==> config.mk <==
export PLATFORM = sky130hd
export DESIGN_NAME = exi_varint_integer_decoder_flat
export DESIGN_NICKNAME = d
export VERILOG_FILES = /design/src/sv/evid_pkg.sv /design/src/sv/evid_in_if.sv /design/src/sv/evid_out_if.sv /design/src/sv/evid_result_fmt.sv /design/src/sv/exi_varint_integer_decoder.sv /design/src/flat_wrapper.sv
export VERILOG_INCLUDE_DIRS = /design/src /design/src/sv
export SDC_FILE = /design/constraint.sdc
export NUM_CORES = 1
export LEC_CHECK = 0
export BUFFER_PORTS_ARGS = -buffer_cell sky130_fd_sc_hd__buf_2
export CAP_MARGIN = 20
export CELL_PAD_IN_SITES_DETAIL_PLACEMENT = 1
export CELL_PAD_IN_SITES_GLOBAL_PLACEMENT = 2
export CORE_ASPECT_RATIO = 0.6
export CORE_MARGIN = 2
export CORE_UTILIZATION = 30
export CTS_CLUSTER_SIZE = 40
export DETAILED_ROUTE_END_ITERATION = 8
export PLACE_DENSITY = 0.76
export SYNTH_ARGS = -nofsm -noshare
export SYNTH_HDL_FRONTEND = slang
export SYNTH_SLANG_ARGS = --single-unit
==> constraint.sdc <==
create_clock -name i_clk -period 11.7 [get_ports i_clk]
set_input_delay 0.585 -clock i_clk [delete_from_list [all_inputs] [get_ports i_clk]]
set_output_delay 0.585 -clock i_clk [all_outputs]
set_load 0.02 [all_outputs]
==> src/sv/exi_varint_integer_decoder_macros.svh <==
// Assertion helpers for the varint decoder.
`ifndef EXI_VARINT_INTEGER_DECODER_MACROS_SVH
`define EXI_VARINT_INTEGER_DECODER_MACROS_SVH

// Check that the consequent holds in the same cycle as the antecedent.
`define EVID_ASSERT_SAME(label, clk, rst_n, ant, con) \
    label: assert property (@(posedge clk) disable iff (!(rst_n)) (ant) |-> (con)) \
        else $error("evid assertion failed");

// Check that the consequent holds in the cycle after the antecedent.
`define EVID_ASSERT_NEXT(label, clk, rst_n, ant, con) \
    label: assert property (@(posedge clk) disable iff (!(rst_n)) (ant) |=> (con)) \
        else $error("evid assertion failed");

`endif

==> src/sv/evid_pkg.sv <==
`timescale 1ns / 1ps
package evid_pkg;

    localparam int VALUE_BITS     = 64;
    localparam int BITS_PER_OCTET = 7;
    localparam logic [7:0] PAYLOAD_MASK = 8'h7F;
    localparam int MORE_BIT       = 7;
    // Octet slots that still land inside 64 bits (shift 0 .. 63).
    localparam logic [3:0] SHIFT_STEPS = 4'd10;
    localparam logic [3:0] COUNT_MAX   = 4'd15;

    typedef enum logic [1:0] {
        WIDTH_16 = 2'd0,
        WIDTH_32 = 2'd1,
        WIDTH_64 = 2'd2
    } t_width_code;

    typedef struct packed {
        logic [7:0] octet;
        logic       signed_mode;
        logic       sign_negative;
    } t_in_beat;

    typedef struct packed {
        logic [VALUE_BITS-1:0] value;
        logic [3:0]            octet_count;
    } t_out_beat;

    // Finished number handed to the result formatter.
    typedef struct packed {
        logic [VALUE_BITS-1:0] acc;
        logic                  is_signed;
        logic                  is_negative;
        logic [3:0]            count;
    } t_fmt_req;

endpackage

==> src/sv/evid_in_if.sv <==
`timescale 1ns / 1ps
interface evid_in_if import evid_pkg::*; ();
    logic     valid;
    logic     ready;
    t_in_beat data;

    modport source (output valid, output data, input ready);
    modport sink   (input valid, input data, output ready);
endinterface

==> src/sv/evid_out_if.sv <==
`timescale 1ns / 1ps
interface evid_out_if import evid_pkg::*; ();
    logic      valid;
    logic      ready;
    t_out_beat data;

    modport source (output valid, output data, input ready);
    modport sink   (input valid, input data, output ready);
endinterface

==> src/sv/evid_result_fmt.sv <==
`timescale 1ns / 1ps
module evid_result_fmt import evid_pkg::*; (
    input  t_fmt_req   i_req,
    input  logic [1:0] i_width,
    output t_out_beat  o_beat
);

    logic [15:0]           v16;
    logic [31:0]           v32;
    logic [VALUE_BITS-1:0] value;

    // Negative numbers are the complement of the magnitude within the width.
    always_comb begin
        v16   = i_req.acc[15:0] ^ {16{i_req.is_negative}};
        v32   = i_req.acc[31:0] ^ {32{i_req.is_negative}};
        value = i_req.acc ^ {VALUE_BITS{i_req.is_negative}};
        case (i_width)
            WIDTH_16: begin
                value = i_req.is_signed ? {{(VALUE_BITS-16){v16[15]}}, v16}
                                        : {{(VALUE_BITS-16){1'b0}}, v16};
            end
            WIDTH_32: begin
                value = i_req.is_signed ? {{(VALUE_BITS-32){v32[31]}}, v32}
                                        : {{(VALUE_BITS-32){1'b0}}, v32};
            end
            default: begin
                // 64 bits, and the unused code 3 as well
                value = i_req.acc ^ {VALUE_BITS{i_req.is_negative}};
            end
        endcase
    end

    assign o_beat.value       = value;
    assign o_beat.octet_count = i_req.count;

endmodule

==> src/sv/exi_varint_integer_decoder.sv <==
`timescale 1ns / 1ps
// EXI variable-length integer decoder. Feed one octet per beat on i_in; bit 7
// set means more octets follow, and the octet with bit 7 clear closes the
// number and produces one beat on o_out carrying the value (cut to the width
// in i_cfg_wr_data: 0 = 16, 1 = 32, 2 or 3 = 64 bits, then sign-extended in
// signed mode, zero-extended otherwise) and the octet count, saturating at 15.
// signed_mode and sign_negative are sampled on the first octet of a number;
// a negative number comes out as -(magnitude + 1), wrapping within the width.
// Payload bits beyond bit 63 are dropped silently. Throughput is one octet per
// clock unless o_out stalls; a number's last octet goes through the input
// register, then the result register, to o_out. When o_out is stalled with a
// result held, the input keeps flowing until a second closing octet reaches
// the input register; i_in.ready follows o_out.ready combinationally in that
// case. Write the width only while no number is in flight.
`include "exi_varint_integer_decoder_macros.svh"
module exi_varint_integer_decoder import evid_pkg::*; (
    input  logic       i_clk,
    input  logic       i_rst_n,
    input  logic       i_cfg_wr_en,
    input  logic [1:0] i_cfg_wr_data,
    evid_in_if.sink    i_in,
    evid_out_if.source o_out
);

    // Input register
    logic                  r_s1_valid;
    t_in_beat              r_s1;

    // Number in progress
    logic                  r_in_number;
    logic [VALUE_BITS-1:0] r_acc;
    logic [3:0]            r_k;        // octet slot, shift = 7 * r_k
    logic [3:0]            r_cnt;
    logic                  r_signed;
    logic                  r_neg;

    logic [1:0]            r_value_width;

    // Result register
    logic                  r_out_valid;
    t_out_beat             r_out;

    logic                  s1_last;
    logic                  out_free;
    logic                  s1_adv;
    logic                  in_fire;

    logic [VALUE_BITS-1:0] acc_base;
    logic [3:0]            k_base;
    logic [3:0]            cnt_base;
    logic                  sgn_eff;
    logic                  neg_eff;
    logic [5:0]            shamt;
    logic [6:0]            payload;
    logic [VALUE_BITS-1:0] n_acc;
    logic [3:0]            n_k;
    logic [3:0]            n_cnt;
    t_fmt_req              fmt_req;
    t_out_beat             fmt_beat;

    // Handshake: the input register moves on unless it holds a closing
    // octet and the result register is still occupied.
    assign s1_last  = r_s1_valid && !r_s1.octet[MORE_BIT];
    assign out_free = !r_out_valid || o_out.ready;
    assign s1_adv   = r_s1_valid && (!s1_last || out_free);
    assign i_in.ready = !r_s1_valid || s1_adv;
    assign in_fire  = i_in.valid && i_in.ready;

    // Start a fresh number from zero when none is in progress.
    always_comb begin
        acc_base = r_in_number ? r_acc : '0;
        k_base   = r_in_number ? r_k : '0;
        cnt_base = r_in_number ? r_cnt : '0;
        sgn_eff  = r_in_number ? r_signed : r_s1.signed_mode;
        neg_eff  = r_in_number ? r_neg : (r_s1.signed_mode && r_s1.sign_negative);
        payload  = 7'(r_s1.octet & PAYLOAD_MASK);
        shamt    = 6'(k_base * BITS_PER_OCTET);
        n_acc    = acc_base;
        n_k      = k_base;
        if (k_base < SHIFT_STEPS) begin
            // Slots do not overlap, so OR is the add.
            n_acc = acc_base | (VALUE_BITS'(payload) << shamt);
            n_k   = k_base + 4'd1;
        end
        n_cnt = (cnt_base < COUNT_MAX) ? cnt_base + 4'd1 : cnt_base;
    end

    assign fmt_req.acc         = n_acc;
    assign fmt_req.is_signed   = sgn_eff;
    assign fmt_req.is_negative = neg_eff;
    assign fmt_req.count       = n_cnt;

    evid_result_fmt u_fmt (
        .i_req   (fmt_req),
        .i_width (r_value_width),
        .o_beat  (fmt_beat)
    );

    // Configuration register
    always_ff @(posedge i_clk) begin
        if (!i_rst_n) begin
            r_value_width <= WIDTH_64;
        end else if (i_cfg_wr_en) begin
            r_value_width <= i_cfg_wr_data;
        end
    end

    // Input register: load on accept, drop when it advances empty-handed.
    always_ff @(posedge i_clk) begin
        if (!i_rst_n) begin
            r_s1_valid <= 1'b0;
        end else if (in_fire) begin
            r_s1_valid <= 1'b1;
        end else if (s1_adv) begin
            r_s1_valid <= 1'b0;
        end
    end

    always_ff @(posedge i_clk) begin
        if (in_fire) begin
            r_s1 <= i_in.data;
        end
    end

    // Number state: advance on a continuation octet, clear on the last one.
    always_ff @(posedge i_clk) begin
        if (!i_rst_n) begin
            r_in_number <= 1'b0;
            r_acc       <= '0;
            r_k         <= '0;
            r_cnt       <= '0;
            r_signed    <= 1'b0;
            r_neg       <= 1'b0;
        end else if (s1_adv) begin
            if (s1_last) begin
                r_in_number <= 1'b0;
                r_acc       <= '0;
                r_k         <= '0;
                r_cnt       <= '0;
                r_signed    <= 1'b0;
                r_neg       <= 1'b0;
            end else begin
                r_in_number <= 1'b1;
                r_acc       <= n_acc;
                r_k         <= n_k;
                r_cnt       <= n_cnt;
                r_signed    <= sgn_eff;
                r_neg       <= neg_eff;
            end
        end
    end

    // Result register: load the finished number, hold until taken.
    always_ff @(posedge i_clk) begin
        if (!i_rst_n) begin
            r_out_valid <= 1'b0;
        end else if (s1_adv && s1_last) begin
            r_out_valid <= 1'b1;
        end else if (o_out.ready) begin
            r_out_valid <= 1'b0;
        end
    end

    always_ff @(posedge i_clk) begin
        if (s1_adv && s1_last) begin
            r_out <= fmt_beat;
        end
    end

    assign o_out.valid = r_out_valid;
    assign o_out.data  = r_out;

    `EVID_ASSERT_SAME(a_progress_counts, i_clk, i_rst_n, r_in_number, (r_k != 4'd0) && (r_cnt != 4'd0))
    `EVID_ASSERT_SAME(a_slot_bound, i_clk, i_rst_n, 1'b1, r_k <= SHIFT_STEPS)
    `EVID_ASSERT_NEXT(a_last_loads_out, i_clk, i_rst_n, s1_adv && s1_last, r_out_valid && !r_in_number)
    `EVID_ASSERT_SAME(a_no_overwrite, i_clk, i_rst_n, r_out_valid && !o_out.ready, !(s1_adv && s1_last))

endmodule

==> src/flat_wrapper.sv <==
// flat-port wrapper written by rule: the top's interface ports become plain ports
module exi_varint_integer_decoder_flat import evid_pkg::*;
  (i_clk, i_rst_n, i_cfg_wr_en, i_cfg_wr_data, i_in_valid, i_in_data, i_in_ready, o_out_valid, o_out_data, o_out_ready);
  evid_in_if i_in_i ();
  evid_out_if o_out_i ();
  input  logic i_clk;
  input  logic i_rst_n;
  input  logic i_cfg_wr_en;
  input  logic [1:0] i_cfg_wr_data;
  input wire logic [$bits(i_in_i.valid)-1:0] i_in_valid;
  input wire logic [$bits(i_in_i.data)-1:0] i_in_data;
  output wire logic [$bits(i_in_i.ready)-1:0] i_in_ready;
  output wire logic [$bits(o_out_i.valid)-1:0] o_out_valid;
  output wire logic [$bits(o_out_i.data)-1:0] o_out_data;
  input wire logic [$bits(o_out_i.ready)-1:0] o_out_ready;
  assign i_in_i.valid = i_in_valid;
  assign i_in_i.data = i_in_data;
  assign i_in_ready = i_in_i.ready;
  assign o_out_valid = o_out_i.valid;
  assign o_out_data = o_out_i.data;
  assign o_out_i.ready = o_out_ready;
  exi_varint_integer_decoder u_core (.i_clk(i_clk), .i_rst_n(i_rst_n), .i_cfg_wr_en(i_cfg_wr_en), .i_cfg_wr_data(i_cfg_wr_data), .i_in(i_in_i), .o_out(o_out_i));
endmodule
==> impl_metrics.toml, run 1 <==
[synth]
yosysTopAreaCellShare_pct = 29.3
synth-seq-cells = 157
synthTopCellsByCount = "nand2_1, dfxtp_1, a22oi_1, edfxtp_1, nor2b_1"
synth_largest_area_cell = "edfxtp_1"
syn_area_per_cell_um2 = 10.0
synth_top_flop_cell = "dfxtp_1"
synth_edf_count = 78
yosysWarnings = 0
synth_nets = 820
netlist_instances = 795
syn-cell-area_um2 = 7990
ys_top_cells_by_area = "edfxtp_1, dfxtp_1, a22oi_1"
synth_cell_type_count = 74
synth_most_common_cell = "nand2_1"
ys_seq_area_share_pct = 49.1
async_reset_ff_share_pct = 0

[setup_path]
cp.arrival_ns = 4.89
critPathLaunch = "u_core.r_k[0]"
crit_chain = "nand3_1 -> inv_1 -> ha_1 -> fa_1 -> inv_2 -> nor2_1 -> a32oi_2 -> nor3_1 -> nor3_4 -> o41a_4 -> o21ai_1"
cp-start-kind = "flop"
reg2reg_slack_ns = 6.98
r2r_start = "u_core.r_k[0]"
ff2ff_path_depth = 11
crit_path_end_kind = "flop"
cp_slowest_cell = "dfxtp_1"
crit_fanout = 32
path_class = "flop to flop"
cp_slowest_stage_delay_ns = 0.86
r2r-end = "u_core.o_out.data[65]"
cp.required_ns = 11.87

[sta]
finalSetupViolCount = 0
post-route-period-util_pct = 40.3
finalCriticalPeriod_ns = 4.72
rsz0062_at_grt = "false"
hold_slack_ns = 0.314
fin_skew_ns = 0.0151
slew_headroom_pct = 29.9
hold_violations = 0
worstMarginPinSlew_ns = 1.04
maxSlewViolCount = 0
finalSetupTns_ns = 0
fmax_ghz = 0.212

[clocking]
clk_pin_slew_ns = 0.07
numCtsBuffers = 17
clk_latency_ns = 0.45
post-cts-setup-buffer-count = 0
cts_max_path_buffers = 2
cts_root_buf = "clkbuf_16"
cts_hold_buf = 0
cts_resized = 0
htree_levels = 4
cts.sinks = 157
cts_tree = "done"

[die]
num_rows = 46
die_y_um = 130
dieArea_um2 = 28000
die_width_um = 215
core_um2 = 26300
initial_core_util_pct = 30.4
io_pins = 87

[grt]
antenna_found_initial = 0
grt_overflow = 0
grtUsageTotal_pct = 18.3
first_global_vias = 6428
grt_max_degree = 69
grt_first_pass_wirelength_um = 39100

[layout]
design_area_um2 = 9340
drive_gt1_share_pct = 18.2
antenna_cells = 0
layout.nets = 874
final_util_pct = 35.5
area_delta_synth_final_pct = 17.0

[routing]
avgRoutedWirePerCell_um = 20.5
num_vias = 6422
vias_per_cell = 5.26
first_iter_violations = 483
antenna_left = 0
drt-total-wl_um = 25100
first_pass_iters = 5
drc = 0

[pwr]
powerDensity_nw_per_um2 = 143
total_leakage_power_nw = 3.43
ir_drop_v = 0.0000653
power_mw = 1.33

[placed_design]
gp_congestion = 0.901
postPlaceCellArea_um2 = 8700
io_buffers = 86
hpwl_um = 17100

[flow_run]
max_cap_violations = 0

[outcome]
status = "complete, no violations"

[worst_hold_path]
min_to = "u_core.payload[6]"
hp-start = "i_in_data[8]"
min_path_cells = 1
min_path_type = "input pin to flop"
-- cell type report --
| class | instances | area, um2 |
|---|---|---|
| Clock buffer | 22 | 474 |
| Multi-Input combinational cell | 566 | 3790 |
| Fill cell | 3002 | 17000 |
| Timing Repair Buffer | 96 | 505 |
| Sequential cell | 157 | 3930 |
| Clock inverter | 10 | 160 |
| Tap cell | 360 | 450 |
| Inverter | 11 | 41.3 |
-- cell families (layout without fill, tap and decap cells) --
| family | Yosys count | count (layout) | share of synthesized area (%) |
|---|---|---|---|
| AND/OR/NAND/NOR | 260 | 260 | 16.5 |
| AO/OA/AOI/OAI | 220 | 220 | 19.9 |
| flip-flops | 157 | 157 | 49.1 |
| buffers and inverters | 72 | 139 | 3.68 |
| multiplexers | 40 | 40 | 5.15 |
| XOR/XNOR | 38 | 38 | 4.35 |
| adder cells (fa/ha/maj) | 8 | 8 | 1.35 |
-- cell usage in the layout (no fill, tap or decap), types with 5 or more instances in the layout --
| cell | count |
|---|---|
| buf_2 | 86 |
| nand2_1 | 84 |
| a22oi_1 | 78 |
| edfxtp_1 | 78 |
| dfxtp_1 | 78 |
| nor2b_1 | 53 |
| nor2_1 | 44 |
| mux2i_1 | 36 |
| xnor2_1 | 35 |
| o21ai_0 | 34 |
| and2_1 | 20 |
| o21ai_1 | 20 |
| nor3_1 | 18 |
| clkbuf_16 | 17 |
| a21oi_1 | 14 |
| inv_1 | 10 |
| buf_4 | 10 |
| a32oi_1 | 9 |
| nand2b_1 | 8 |
| a22o_1 | 8 |
| ha_1 | 7 |
| nand3_1 | 6 |
| a221oi_1 | 6 |
| a31oi_1 | 5 |
-- where the power goes --
group	switching (mW)	leakage, nW	internal [mW]	total (mW)
Sequential	0.00825	1.38	0.594	0.602
Clock	0.240	0.310	0.374	0.615
Combinational	0.0809	1.74	0.0358	0.117
-- critical path, delay by kind of cell, from the launching register on --
kind | cells | cell delay [ns]
DFF | 1 | 0.86
AOI/OAI and AO/OA | 3 | 1.08
and+or+nand+nor | 4 | 1.17
adders and majority gates | 2 | 0.86
buffers and inverters | 2 | 0.45
-- flip-flops by register name, indices dropped and copies added (netlist names) --
signal,count
u_core.r_k,4
u_core.r_acc,64
u_core.r_cnt,4
u_core.r_s1_valid,1
u_core.r_s1,3
u_core.r_signed,1
u_core.r_in_number,1
u_core.r_neg,1
u_core.o_out.data,68
u_core.r_value_width,2
u_core.payload,7
u_core.o_out.valid,1
-- layer usage --
layer  vias up  GRT usage [%]  part of all wire (%)
met5         -              0                     0
met2       128           27.2                    42
met3        14           3.94                   4.0
met1      3259           27.3                    53
met4         0           3.96                  0.68
li1       3021              -                     -
-- worst max path at each step --
stage / slack, ns / to / depth (start not counted)
after floorplan: 7.44 / u_core.o_out.data[49] / 17
final: 6.98 / u_core.o_out.data[65] / 11
after detailed placement: 7.01 / u_core.o_out.data[49] / 11
after global placement: 7.21 / u_core.o_out.data[65] / 11
after CTS: 6.97 / u_core.o_out.data[65] / 11
after global routing: 6.61 / u_core.o_out.data[65] / 11
-- through the flow --
step	instances	setup WS, ns
5_1_grt	1222	6.61
3_5_place_dp	1189	7.01
6_report	1222	6.98
3_3_place_gp	1189	7.21
2_1_floorplan	795	7.44
4_1_cts	1221	6.97
No activity file was read; power rests on OpenSTA's default activity.
==> inputs of run 2 (changes only) <==
clock period = 4.7 ns   (was 11.7 ns; I/O delays follow)
==> run 2 against run 1 <==
  * Non-clock buffer count up 31
  * Sequential share of layout area shrank 1.2 points
  * Worst setup slack got worse by 6.5 ns
  * Largest cell class unchanged
  * Critical endpoint is now u_core.o_out.data[21]
==> impl_metrics.toml, run 2 (synthesized netlist as in run 1, its figures left out) <==
[routing]
num_vias = 6629
avgRoutedWirePerCell_um = 20.6
route.met2.wl_um = 10800
first_iter_violations = 565
dr.max_layer_used = "met4"
m1WireLength_um = 13700
wl_met3_um = 1130
drc = 0
drt-total-wl_um = 25900
vias_per_cell = 5.29
antenna_left = 0
first_pass_iters = 5

[pwr]
pwr-share-comb_pct = 9.0
p_sw_share_pct = 24.8
total_leakage_power_nw = 3.58
pwr-share-clk_pct = 46.5
power.switching_uw = 836
power.internal_mw = 2.54
ir_drop_v = 0.000184
seqPwrFrac_pct = 44.4
powerDensity_nw_per_um2 = 351

[layout]
nFillCells = 2971
layout.nets = 905
largest_reg_flops = 68
final_util_pct = 36.6
drive_gt1_share_pct = 20.0
design_area_um2 = 9620
layout_commonest_cell = "buf_2"
seqCellArea_um2 = 3930
final_cell_mix = "buf_2, nand2_1, a22oi_1, edfxtp_1, dfxtp_1"
area_delta_synth_final_pct = 20.5
multi_input_area_um2 = 3790

[sta]
fmax_ghz = 0.240
maxSlewViolCount = 0
finalSetupTns_ns = 0
slew_headroom_pct = 34.8
post-route-period-util_pct = 88.8
hold_slack_ns = 0.0232
fin_skew_ns = 0.00781
finalSetupViolCount = 0
worstMarginPinSlew_ns = 0.975
setup_ws_ns = 0.528
rsz0062_at_grt = "false"
finalCriticalPeriod_ns = 4.17
hold_violations = 0

[placed_design]
hpwl_um = 18200
postPlaceCellArea_um2 = 8860
gp_congestion = 0.908
io_buffers = 86
dp_slack_ns = 0.630

[grt]
grt_max_degree = 64
antenna_found_initial = 0
grtUsageTotal_pct = 18.8
first_global_vias = 6657
grt_overflow = 0
grt_first_pass_wirelength_um = 40000

[setup_path]
cp-start-kind = "flop"
crit_path_end_kind = "flop"
crit_fanout = 8
cp.arrival_ns = 4.32
path_class = "flop to flop"
cp.required_ns = 4.85

[die]
num_rows = 46
die_y_um = 130
dieArea_um2 = 28000
io_pins = 87
core_um2 = 26300
die_width_um = 215
initial_core_util_pct = 30.4

[clocking]
clk_pin_slew_ns = 0.07
cts_root_buf = "clkbuf_16"
cts.sinks = 157
cts_max_path_buffers = 2
clk_latency_ns = 0.44
htree_levels = 4
numCtsBuffers = 17
post-cts-setup-buffer-count = 0
cts_tree = "done"

[outcome]
status = "complete, no violations"

[flow_run]
max_cap_violations = 0

[worst_hold_path]
min_path_type = "input pin to flop"
-- run 2: final timing paths --
check	start	endpoint	slack [ns]	cells past startpoint
worst max-delay path	u_core.r_k[2]	u_core.o_out.data[21]	0.53	12
worst min-delay path	i_in_valid	u_core.r_s1_valid	0.02	2
worst max register to register	u_core.r_k[2]	u_core.o_out.data[21]	0.53	12
worst min register to register	u_core.r_acc[48]	u_core.r_acc[48]	0.50	2
-- run 2: layer usage --
layer  vias up  GRT usage [%]
met5         -              0
li1       3088              -
met4         0           4.70
met2       159           27.7
met1      3364           28.3
met3        18           3.61
-- run 2: area by class of cell --
type,count,area share (%)
Antenna cell,1,0.0260
Clock buffer,18,4.56
Clock inverter,14,2.22
Inverter,11,0.429
Multi-Input combinational cell,566,39.3
Sequential cell,157,40.8
Tap cell,360,4.68
Timing Repair Buffer,127,7.93
-- run 2: what timing repair did --
item	CTS	global route
resized for setup	0	0
hold buffers	10	0
hold endpoints to repair	10	0
-- run 2: worst max-delay path, stage by stage, from the launching register on --
cell and delay, ns:
dfxtp_1 0.46, xor2_1 0.14, and2_1 0.19, ha_1 0.18
a21o_1 0.15, ha_1 0.38, a21oi_2 0.30, and2_1 0.38
mux2i_1 0.53, nor2b_1 0.52, a22oi_1 0.17, xnor2_1 0.33
o21ai_0 0.14
-- run 2: stage by stage --
| stage | instances | total power, mW |
|---|---|---|
| detailed placement | 1210 | 1.83 |
| global route | 1253 | 3.49 |
| CTS | 1252 | 3.40 |
| finish | 1254 | 3.37 |
| global placement | 1210 | 1.82 |
| floorplan | 795 | 1.72 |
-- run 2: power by group through the flow --
stage / sequential, mW / clock, mW / combinational, mW
2_1_floorplan: 1.55 / 0 / 0.175
3_3_place_gp: 1.53 / 0 / 0.292
3_5_place_dp: 1.53 / 0 / 0.298
4_1_cts: 1.50 / 1.60 / 0.305
5_1_grt: 1.50 / 1.65 / 0.333
6_report: 1.50 / 1.57 / 0.305
